### src/rtl/imu_serial_frame_parser_core_macros.svh
// Assertion macros for the IMU serial frame parser.
`ifndef IMU_SERIAL_FRAME_PARSER_CORE_MACROS_SVH
`define IMU_SERIAL_FRAME_PARSER_CORE_MACROS_SVH

// Same-cycle implication, checked on every rising edge outside reset.
`define IMUSFP_ASSERT_NOW(label, ante, cons) \
   label: assert property (@(posedge clock) disable iff (reset) (ante) |-> (cons)) \
      else $error("imusfp same-cycle check failed");

// Next-cycle implication, checked on every rising edge outside reset.
`define IMUSFP_ASSERT_NEXT(label, ante, cons) \
   label: assert property (@(posedge clock) disable iff (reset) (ante) |=> (cons)) \
      else $error("imusfp next-cycle check failed");

`endif

### src/rtl/imusfp_pkg.sv
// Shared types, constants and codes of the IMU serial frame parser.
`default_nettype none

package imusfp_pkg;

   localparam int FRAME_LEN  = 11;
   localparam int CELL_COUNT = FRAME_LEN - 1;
   localparam int DECODE_LEN = 8;
   localparam int FILL_W     = $clog2(FRAME_LEN);

   localparam logic [FILL_W-1:0] FILL_FULL = FILL_W'(FRAME_LEN - 1);

   localparam logic [7:0] SYNC_RESET = 8'h55;
   localparam logic [7:0] TYPE_MASK  = 8'h50;
   localparam logic [7:0] TYPE_ACCEL = 8'h51;
   localparam logic [7:0] TYPE_GYRO  = 8'h52;
   localparam logic [7:0] TYPE_ANGLE = 8'h53;
   localparam logic [7:0] TYPE_MAG   = 8'h54;

   typedef logic [7:0] octet_type;

   // Bytes 0..7 of a full window: header, type and the three data words.
   typedef logic [DECODE_LEN-1:0][7:0] window_type;

   typedef enum logic [2:0] {
      KIND_ACCEL   = 3'd0,
      KIND_GYRO    = 3'd1,
      KIND_ANGLE   = 3'd2,
      KIND_MAG     = 3'd3,
      KIND_UNKNOWN = 3'd4,
      KIND_HDR_ERR = 3'd5
   } kind_type;

   typedef struct packed {
      kind_type           kind;
      logic [7:0]         type_byte;
      logic signed [31:0] x_value;
      logic signed [31:0] y_value;
      logic signed [31:0] z_value;
   } result_type;

   typedef struct packed {
      logic out_valid;
      logic skid_valid;
   } buf_status_type;

endpackage

`default_nettype wire

### src/rtl/imusfp_cell.sv
// One byte cell of the receive shift window.
`default_nettype none

module imusfp_cell
   import imusfp_pkg::*;
(
   input  wire logic      clock,
   input  wire logic      shift_en,
   input  wire octet_type shift_in,
   output      octet_type data_out
);

   octet_type data_ff;
   octet_type data_in;

   always_comb begin
      data_in = shift_en ? shift_in : data_ff;
   end

   always_ff @(posedge clock) begin
      data_ff <= data_in;
   end

   assign data_out = data_ff;

endmodule

`default_nettype wire

### src/rtl/imusfp_decode.sv
// Header check and Q16.16 scaling of one full frame window.
`default_nettype none

module imusfp_decode
   import imusfp_pkg::*;
(
   input  wire logic [7:0] sync_byte,
   input  wire window_type window,
   output      logic       header_ok,
   output      result_type result
);

   logic [7:0]         type_byte;
   logic signed [15:0] word_x;
   logic signed [15:0] word_y;
   logic signed [15:0] word_z;
   logic signed [31:0] ext_x;
   logic signed [31:0] ext_y;
   logic signed [31:0] ext_z;

   assign type_byte = window[1];
   assign header_ok = (window[0] == sync_byte) && ((type_byte & TYPE_MASK) == TYPE_MASK);

   // Little-endian signed words start at byte 2.
   assign word_x = {window[3], window[2]};
   assign word_y = {window[5], window[4]};
   assign word_z = {window[7], window[6]};
   assign ext_x  = 32'(word_x);
   assign ext_y  = 32'(word_y);
   assign ext_z  = 32'(word_z);

   always_comb begin
      result.type_byte = type_byte;
      result.kind      = KIND_HDR_ERR;
      result.x_value   = '0;
      result.y_value   = '0;
      result.z_value   = '0;
      if (header_ok) begin
         case (type_byte)
            TYPE_ACCEL: begin
               result.kind    = KIND_ACCEL;
               result.x_value = ext_x <<< 5;
               result.y_value = ext_y <<< 5;
               result.z_value = ext_z <<< 5;
            end
            TYPE_GYRO: begin
               result.kind    = KIND_GYRO;
               result.x_value = 32'(ext_x * 32'sd4000);
               result.y_value = 32'(ext_y * 32'sd4000);
               result.z_value = 32'(ext_z * 32'sd4000);
            end
            TYPE_ANGLE: begin
               result.kind    = KIND_ANGLE;
               result.x_value = 32'(ext_x * 32'sd360);
               result.y_value = 32'(ext_y * 32'sd360);
               result.z_value = 32'(ext_z * 32'sd360);
            end
            TYPE_MAG: begin
               result.kind    = KIND_MAG;
               result.x_value = ext_x <<< 16;
               result.y_value = ext_y <<< 16;
               result.z_value = ext_z <<< 16;
            end
            default: begin
               result.kind = KIND_UNKNOWN;
            end
         endcase
      end
   end

endmodule

`default_nettype wire

### src/rtl/imusfp_outbuf.sv
// Result register with a skid stage behind it.
`default_nettype none

module imusfp_outbuf
   import imusfp_pkg::*;
(
   input  wire logic       clock,
   input  wire logic       reset,
   input  wire logic       push,
   input  wire result_type push_data,
   input  wire logic       out_stall,
   output      result_type out_data,
   output      buf_status_type status
);

   logic       out_valid_ff;
   logic       out_valid_in;
   logic       skid_valid_ff;
   logic       skid_valid_in;
   result_type out_data_ff;
   result_type out_data_in;
   result_type skid_data_ff;
   result_type skid_data_in;
   logic       pop;

   assign pop = out_valid_ff && !out_stall;

   always_comb begin
      out_valid_in  = out_valid_ff;
      out_data_in   = out_data_ff;
      skid_valid_in = skid_valid_ff;
      skid_data_in  = skid_data_ff;
      if (!out_valid_ff || pop) begin
         if (skid_valid_ff) begin
            // A push cannot coincide with a full skid stage.
            out_valid_in  = 1'b1;
            out_data_in   = skid_data_ff;
            skid_valid_in = 1'b0;
         end else begin
            out_valid_in = push;
            out_data_in  = push_data;
         end
      end else if (push) begin
         skid_valid_in = 1'b1;
         skid_data_in  = push_data;
      end
   end

   always_ff @(posedge clock) begin
      if (reset) begin
         out_valid_ff  <= 1'b0;
         skid_valid_ff <= 1'b0;
      end else begin
         out_valid_ff  <= out_valid_in;
         skid_valid_ff <= skid_valid_in;
      end
      out_data_ff  <= out_data_in;
      skid_data_ff <= skid_data_in;
   end

   assign out_data          = out_data_ff;
   assign status.out_valid  = out_valid_ff;
   assign status.skid_valid = skid_valid_ff;

endmodule

`default_nettype wire

### src/rtl/imu_serial_frame_parser_core.sv
// Top level of the IMU serial frame parser: byte cell chain, decoder and result buffer.
// Throughput: one received byte per cycle unless the input stalls. A byte completing an
// 11-byte window registers its result in the result register, or in its skid stage if
// that register is held. The input stalls only while both the result register and its
// skid stage are occupied. Synchronous active-high reset empties the window count and
// the result buffer and sets the sync byte to 0x55; window bytes are not cleared.
`default_nettype none

`include "imu_serial_frame_parser_core_macros.svh"

module imu_serial_frame_parser_core
   import imusfp_pkg::*;
(
   input  wire logic               clock,
   input  wire logic               reset,
   // Configuration port: the sync byte.
   input  wire logic               csr_wr_en,
   input  wire logic [7:0]         csr_wr_data,
   // Received byte channel.
   input  wire logic               req_valid,
   output      logic               req_stall,
   input  wire logic [7:0]         req_rx_byte,
   // Result channel.
   output      logic               rsp_valid,
   input  wire logic               rsp_stall,
   output      logic [2:0]         rsp_frame_kind,
   output      logic [7:0]         rsp_type_byte,
   output      logic signed [31:0] rsp_x_value,
   output      logic signed [31:0] rsp_y_value,
   output      logic signed [31:0] rsp_z_value
);

   // Sync byte register; the user is to write it only while the block is idle, which the block itself does not enforce.
   logic [7:0] sync_ff;
   logic [7:0] sync_in;

   // Number of bytes currently held in the window, 0..10.
   logic [FILL_W-1:0] fill_ff;
   logic [FILL_W-1:0] fill_in;

   logic           accept;
   logic           frame_done;
   logic           header_ok;
   window_type     window;
   result_type     decoded;
   result_type     rsp_data;
   buf_status_type buf_status;
   octet_type      cell_data [CELL_COUNT];

   assign accept = req_valid && !req_stall;

   // The window is full when the incoming byte lands on top of ten held bytes.
   assign frame_done = accept && (fill_ff == FILL_FULL);

   // The chain of byte cells. Every accepted byte shifts the whole chain by one
   // place toward cell 0, so the most recent ten bytes always sit in cells 0..9
   // in arrival order. The fill count says how many of them belong to the window;
   // dropping the oldest byte on a bad header therefore needs no data movement,
   // only the count stays at ten, and emptying the window only clears the count.
   for (genvar i = 0; i < CELL_COUNT; i++) begin : g_cell
      octet_type shift_in;
      if (i == CELL_COUNT - 1) begin : g_tail
         assign shift_in = req_rx_byte;
      end else begin : g_link
         assign shift_in = cell_data[i+1];
      end
      imusfp_cell u_cell (
         .clock    (clock),
         .shift_en (accept),
         .shift_in (shift_in),
         .data_out (cell_data[i])
      );
   end

   // Window bytes 0..7 are the oldest eight held bytes when the window completes;
   // bytes 8..10 (fourth word and checksum) are never examined.
   for (genvar j = 0; j < DECODE_LEN; j++) begin : g_window
      assign window[j] = cell_data[j];
   end

   imusfp_decode u_decode (
      .sync_byte (sync_ff),
      .window    (window),
      .header_ok (header_ok),
      .result    (decoded)
   );

   // A good header empties the window; a bad one drops the oldest byte and
   // keeps ten, so each following byte rechecks a full window.
   always_comb begin
      fill_in = fill_ff;
      if (frame_done) begin
         fill_in = header_ok ? '0 : FILL_FULL;
      end else if (accept) begin
         fill_in = fill_ff + 1'b1;
      end
   end

   always_comb begin
      sync_in = csr_wr_en ? csr_wr_data : sync_ff;
   end

   always_ff @(posedge clock) begin
      if (reset) begin
         fill_ff <= '0;
         sync_ff <= SYNC_RESET;
      end else begin
         fill_ff <= fill_in;
         sync_ff <= sync_in;
      end
   end

   // Result register plus skid stage: a byte is still taken while a finished
   // result waits, and the input stalls only once the skid stage is also full.
   imusfp_outbuf u_outbuf (
      .clock     (clock),
      .reset     (reset),
      .push      (frame_done),
      .push_data (decoded),
      .out_stall (rsp_stall),
      .out_data  (rsp_data),
      .status    (buf_status)
   );

   assign req_stall      = buf_status.skid_valid;
   assign rsp_valid      = buf_status.out_valid;
   assign rsp_frame_kind = rsp_data.kind;
   assign rsp_type_byte  = rsp_data.type_byte;
   assign rsp_x_value    = rsp_data.x_value;
   assign rsp_y_value    = rsp_data.y_value;
   assign rsp_z_value    = rsp_data.z_value;

   // Window count never passes ten held bytes.
   `IMUSFP_ASSERT_NOW(a_fill_range, 1'b1, fill_ff <= FILL_FULL)
   // A byte that does not complete the window only advances the count.
   `IMUSFP_ASSERT_NEXT(a_fill_step, accept && (fill_ff != FILL_FULL), fill_ff == FILL_W'($past(fill_ff) + 1'b1))
   // A rejected header keeps ten bytes and leaves a result behind.
   `IMUSFP_ASSERT_NEXT(a_hdr_reject, frame_done && !header_ok, (fill_ff == FILL_FULL) && rsp_valid)
   // The skid stage only fills behind an occupied result register.
   `IMUSFP_ASSERT_NOW(a_skid_order, buf_status.skid_valid, buf_status.out_valid)

endmodule

`default_nettype wire

### config.mk
export PLATFORM = sky130hd
export DESIGN_NAME = imu_serial_frame_parser_core
export DESIGN_NICKNAME = d
export VERILOG_FILES = /design/src/rtl/imusfp_pkg.sv /design/src/rtl/imusfp_cell.sv /design/src/rtl/imusfp_decode.sv /design/src/rtl/imusfp_outbuf.sv /design/src/rtl/imu_serial_frame_parser_core.sv
export VERILOG_INCLUDE_DIRS = /design/src /design/src/rtl
export SDC_FILE = /design/constraint.sdc
export NUM_CORES = 1
export LEC_CHECK = 0
export ABC_CLOCK_PERIOD_IN_PS = 14550
export BUFFER_PORTS_ARGS = -buffer_cell sky130_fd_sc_hd__clkbuf_2
export CAP_MARGIN = 20
export CELL_PAD_IN_SITES_DETAIL_PLACEMENT = 0
export CELL_PAD_IN_SITES_GLOBAL_PLACEMENT = 1
export CORE_ASPECT_RATIO = 1.5
export CORE_MARGIN = 2
export CORE_UTILIZATION = 55
export DETAILED_ROUTE_END_ITERATION = 7
export GPL_TIMING_DRIVEN = 0
export PLACE_DENSITY_LB_ADDON = 0.1
export SLEW_MARGIN = 25
export SYNTH_ARGS = -nofsm -noshare
export SYNTH_HDL_FRONTEND = slang
export SYNTH_SLANG_ARGS = --single-unit
### constraint.sdc
create_clock -name clock -period 14.55 [get_ports clock]
set_clock_uncertainty 0.15 [all_clocks]
set_input_delay 2.91 -clock clock [delete_from_list [all_inputs] [get_ports clock]]
set_output_delay 2.91 -clock clock [all_outputs]
set_load 0.05 [all_outputs]
[After elaboration in Yosys (flattened, before gate mapping)]
Cells that the tools add are included.
Operators by class
  $lt $le $gt $ge: 0
  divide/modulo/power cells: 0
  multipliers: 6
  equality and inequality tests: 7
  multiplexer cells: 9
  shift operators: 0
  add/subtract/negate cells: 1
  bitwise operators: 1
  reduce and logical (&&, ||, !) cells: 11
Operators with widths (count)
  $pmux 96 s4: 1
  $mux 107: 1
  $mux 96: 1
  $mul 16x8->24 const B: 3
  $mul 16x7->23 const B: 3
  $eq 8x7->1 const B: 4
  $mux 4: 3
  $pmux 3 s4: 1
  $eq 8x8->1: 1
  $add 4x1->4 const B: 1
  $eq 4x4->1 const B: 1
  $logic_and 1x1->1: 4
  $logic_not 1->1: 3
  $mux 3: 1
  $eq 2x2->1 const B: 1
  $reduce_and 2->1: 1
  $reduce_bool 2->1: 1
  $reduce_or 2->1: 1
  $logic_or 1x1->1: 1
  $mux 1: 1
  $not 1->1: 1
Storage, ports and cells
  register bits after elaboration: 308
  memory bits (writable): 0
  word-level logic and storage cells: 59
  input port bits: 21
  memories kept: 0
  output and inout port bits: 109
  latch bits: 0
  ROM bits: 0

[Depth between registers and ports, before layout]
  depth in word-level cells: 5
  mapped depth: 20
  mapped depth without buffers: 19

[Hierarchy]
A second synthesis with hierarchy kept.
Second synthesis, totals
  cell total of the unflattened synthesis: 2544
  area total of the unflattened synthesis: 27899.3 um2
Modules (own cells, without submodules)
  imusfp_decode: sequential area each 0.0 um2, area each 17100.2 um2, times used 1, cells each 2067
  imusfp_outbuf: sequential area each 6466.2 um2, area each 7866.3 um2, times used 1, cells each 342
  imusfp_cell: sequential area each 240.2 um2, area each 240.2 um2, times used 10, cells each 8
  imu_serial_frame_parser_core: sequential area each 240.2 um2, area each 530.5 um2, times used 1, cells each 55

[Least setup slack after synthesis]
No wires, ideal clock.
  kind: input-to-reg
  start: input req_valid
  end: register u_outbuf.skid_data_ff[100] (netlist bit), enable pin
  stages: 5
  arrival time: 10.142 ns
  buffers on the path: 1
  data required time: 13.845 ns
  slack: 3.703 ns
  setup time: 0.555 ns
  path through: nor2b_1 > clkbuf_1 > nand3_1 > or2_2 > nor2_1
Between the ends
  word-level cells in the longest chain between the ends: 3
RTL lines
  start, declared: line imu_serial_frame_parser_core.sv:20  | input wire logic req_valid,
  $logic_and 1x1->1: line imu_serial_frame_parser_core.sv:50  | assign accept = req_valid && !req_stall;
  net accept: line imu_serial_frame_parser_core.sv:41  | logic accept;
  $logic_and 1x1->1: line imu_serial_frame_parser_core.sv:53  | assign frame_done = accept && (fill_ff == FILL_FULL);
  $reduce_and 2->1 (no line)
  end signal, assigned: line imusfp_outbuf.sv:58  | skid_data_ff <= skid_data_in;
  end, declared: line imusfp_outbuf.sv:22  | result_type skid_data_ff;
The timed path passes the listed nets, and every way through them passes these cells.
A chain may end at the register's enable or synchronous reset.

[Final worst setup path]
  start: register g_cell[3].u_cell.data_ff[7]
  end: register u_outbuf.out_data_ff, in the netlist u_outbuf.out_data[88], data pin
Between the ends
  word-level cells in the longest chain between the ends: 4
  elaborated cells on any way between the ends: 5
  classes of those cells: 2 x mul; 3 x mux
RTL lines
  start, declared: line imusfp_cell.sv:13  | octet_type data_ff;
  start signal, assigned: line imusfp_cell.sv:21  | data_ff <= data_in;
  $mul 16x7->23 / $mul 16x8->24 (equally long branches): line imusfp_decode.sv:54, imusfp_decode.sv:48
  $pmux 96 s4 (*): line imusfp_decode.sv:39  | case (type_byte)
  $mux 96 (*): line imusfp_decode.sv:38  | if (header_ok) begin
  $mux 107 (*): line imusfp_outbuf.sv:34  | if (skid_valid_ff) begin
  end signal, assigned: line imusfp_outbuf.sv:57  | out_data_ff <= out_data_in;
  end, declared: line imusfp_outbuf.sv:20  | result_type out_data_ff;
Every way passes the cells marked *; elsewhere a longest branch is shown, timed or not.

==> results.py <==
metrics = {
    "outcome": {
        "status": "finished with violations",
        "violations": "design-rule violations",
    },
    "clock_tree": {
        "cts_buffers": 30,
        "clk_latency_ns": 0.63,
        "post-cts-setup-buffer-count": 0,
        "cts.clk_slew.worst_paths_ns": 0.06,
        "clock_path_buffers": 3,
        "postCtsResizedCells": 0,
        "cts_sinks": 290,
        "cts_tree": "built",
        "clock-root-buffer": "clkbuf_16",
        "ctsHoldBuffers": 0,
        "cts_htree_levels": 1,
    },
    "sta": {
        "max_freq_mhz": 150,
        "tightest_slew_ns": 1.08,
        "fin_crit_ns": 6.68,
        "slew_violations": 0,
        "finalSetupViolations": 0,
        "fin_crit_sh_pct": 45.9,
        "rsz0062_at_grt": "no",
        "slew_headroom_pct": 28.2,
        "hold_viol_final": 0,
        "holdWs_ns": 0.269,
    },
    "logic_synthesis": {
        "synth_cells": 2627,
        "ys.warnings.count": 0,
        "synth.cell_area_um2": 27200,
        "ys.flop_type": "edfxtp_1",
        "ys_seq_area_share_pct": 31.5,
        "async_reset_ff_share_pct": 0,
        "syn_avg_cell_area_um2": 10.4,
        "ys_types": 87,
        "synth_seq_cells": 290,
        "synth_edf_count": 276,
    },
    "global_routing": {
        "grt_usage_pct": 31.3,
        "overflow": 0,
        "antenna_found_initial": 1,
        "grt_start_max_net_pins": 41,
        "grt_pass1_vias": 21247,
        "grt_pass1_wl_um": 120000,
    },
    "hold_path": {
        "hold_path_depth": 0,
        "min_from": "g_cell[8].u_cell.data_out[2]",
        "holdPathEnd": "g_cell[7].u_cell.data_out[2]",
        "hold_class": "reg -> reg",
    },
    "power": {
        "p_leak_nw": 14.2,
        "p_per_area_nw_per_um2": 163,
        "irDropWorstVdd_v": 0.000117,
    },
    "route": {
        "vias": 20134,
        "routed-wl-met2_um": 39800,
        "drcViolationCount": 6,
        "drt-vias-per-instance": 5.79,
        "drt-total-wl_um": 78500,
        "ant_nets": 0,
        "top_layer": "met5",
        "wl_per_cell_um": 22.6,
        "first_iter_violations": 1540,
        "detail_route.first_pass.iterations": 8,
        "wl_met3_um": 4410,
        "wl_met1_um": 29200,
    },
    "worst_setup_path": {
        "crit_fanout": 12,
        "endpoint_kind": "register",
        "cp.arrival_ns": 6.87,
        "worst_r2r_endpoint": "u_outbuf.out_data[88]",
        "reg2regPathDepth": 19,
        "r2r_start": "g_cell[3].u_cell.data_out[7]",
        "setup.worst_path.start_class": "register",
        "reg2reg_slack_ns": 7.87,
        "path_class": "reg -> reg",
        "worst_ep_required_time_ns": 14.74,
    },
    "floorplanning": {
        "start_util_pct": 55.7,
        "rows": 99,
        "die-height_um": 276,
        "ioPinCount": 130,
        "die_area_um2": 51300,
        "core-area_um2": 48800,
        "die_width_um": 186,
    },
    "place": {
        "dpl.hpwl_um": 60800,
        "postPlaceCellArea_um2": 28900,
        "portBuffers": 120,
        "gp_congestion": 0.949,
        "place_inst": 3419,
    },
    "finish": {
        "fin_util_pct": 61.4,
        "area_growth_pct": 10.2,
        "final_nets": 3381,
        "drive_above_1_share_pct": 9.83,
        "multi_input_area_um2": 16300,
        "stdcell_area_um2": 30000,
        "final_cells": 3476,
        "num-fill-cells": 4247,
        "seqCellArea_um2": 8570,
    },
    "run": {
        "drv_cap": 0,
    },
}
==> registers in the layout, indices dropped and copies added (netlist names) <==
name and count:
u_outbuf.skid_valid_ff 1, fill_ff 4, u_outbuf.out_data 98, sync_ff 8, g_cell.u_cell.data_out 80, u_outbuf.skid_data_ff 98, u_outbuf.out_valid_ff 1
==> stage by stage <==
stage / power, mW / setup WS (ns) / TNS, ns
final: 4.87 / 7.87 / 0
after global routing: 5.26 / 7.57 / 0
after CTS: 4.86 / 7.94 / 0
after detailed placement: 3.96 / 7.97 / 0
after global placement: 3.92 / -0.307 / -28.92
after floorplan: 3.21 / 3.70 / 0
==> cell usage in the layout (no fill, tap or decap), drive strengths merged, types with 18 or more instances in the layout <==
master  count
buf        42
nor3       22
inv       539
a21oi     126
xor2       59
clkbuf    193
o31ai      55
a22oi      22
nand2     144
xnor2      85
nor2      153
fa        232
ha        333
a21o       60
edfxtp    276
mux2       30
a221oi     21
nand3      18
o21ai      81
a211oi     30
==> worst max-delay path: stages (launching register included) <==
cell and delay (ns):
edfxtp_1 0.73, clkbuf_1 0.52, inv_1 0.44, fa_1 0.60
inv_1 0.06, fa_1 0.49, fa_1 0.49, inv_1 0.05
fa_1 0.47, inv_1 0.06, ha_1 0.33, a21o_1 0.19
a21oi_1 0.22, nand2_1 0.11, a211oi_1 0.27, a21o_1 0.15
xor2_1 0.31, o21ai_0 0.12, a21oi_1 0.44, o31ai_1 0.20
==> cells in the mapped netlist, drive strengths merged, types with 6 or more instances <==
master / count / share of area [%]
inv: 538 / 7.4
and3: 14 / 0.32
edfxtp: 276 / 30
ha: 333 / 15
a22o: 6 / 0.19
a211o: 13 / 0.42
and2: 17 / 0.39
nand4: 11 / 0.25
a222oi: 8 / 0.29
o21a: 16 / 0.44
a21o: 60 / 1.7
mux2: 30 / 1.2
a21oi: 126 / 2.3
nor3: 22 / 0.44
a211oi: 30 / 0.88
nand3: 18 / 0.35
nor4: 7 / 0.32
fa: 232 / 17
dfxtp: 14 / 1.0
a31oi: 17 / 0.39
or3: 9 / 0.21
mux2i: 15 / 0.57
xnor2: 85 / 2.7
nor2: 153 / 2.1
nand3b: 6 / 0.17
clkbuf: 41 / 0.57
o31ai: 55 / 1.6
o21ai: 81 / 1.5
or2: 8 / 0.18
nand2: 144 / 2.0
nor2b: 16 / 0.37
a22oi: 22 / 0.63
nand2b: 14 / 0.32
xor2: 59 / 1.9
a221oi: 21 / 0.75
buf: 34 / 0.68
o21bai: 15 / 0.41
==> how the worst max path moves through the flow <==
stage                                            start                    endpoint  slack [ns]  depth (start not counted)
after floorplan                              req_valid  u_outbuf.skid_data_ff[100]        3.70                          5
after global placement                       rsp_stall   u_outbuf.skid_data_ff[51]       -0.31                          3
after detailed placement  g_cell[3].u_cell.data_out[7]       u_outbuf.out_data[88]        7.97                         19
after CTS                 g_cell[3].u_cell.data_out[7]       u_outbuf.out_data[88]        7.94                         19
after global routing      g_cell[3].u_cell.data_out[7]       u_outbuf.out_data[88]        7.57                         19
final                     g_cell[3].u_cell.data_out[7]       u_outbuf.out_data[88]        7.87                         19
==> metal layers <==
| layer | track usage [%] | vias to the layer above |
|---|---|---|
| met2 | 55.4 | 745 |
| met4 | 17.4 | 2 |
| met3 | 3.53 | 243 |
| met5 | 0 | - |
| met1 | 36.6 | 9912 |
| li1 | - | 9232 |
==> power breakdown <==
group	switching, mW	internal, mW	leakage, nW	total [mW]
sequential	0.0459	0.924	3.19	0.970
clock	0.368	0.522	0.522	0.890
combinational	1.81	1.21	10.5	3.01
total	2.22	2.65	14.2	4.87
==> final cells by class <==
type | count | share of cell area [%]
inverters | 538 | 6.74
well taps | 656 | 2.74
flip-flops and latches | 290 | 28.6
diodes | 1 | 0.00835
multi-input cells | 1732 | 54.4
repair buffers | 128 | 2.61
clock buffers | 32 | 2.53
clock inverters | 24 | 1.21
plain buffers | 75 | 1.14
==> logic make-up after synthesis <==
logic type,after synthesis,synth area share [%]
buf+inv,613,8.67
compound gates,522,13.3
flops,290,31.5
xor+xnor,144,4.64
mux,45,1.81
simple gates,447,7.69
fa+ha+maj,565,32.4
other cells,1,0.0138
No activity file was read; power rests on OpenSTA's default activity.
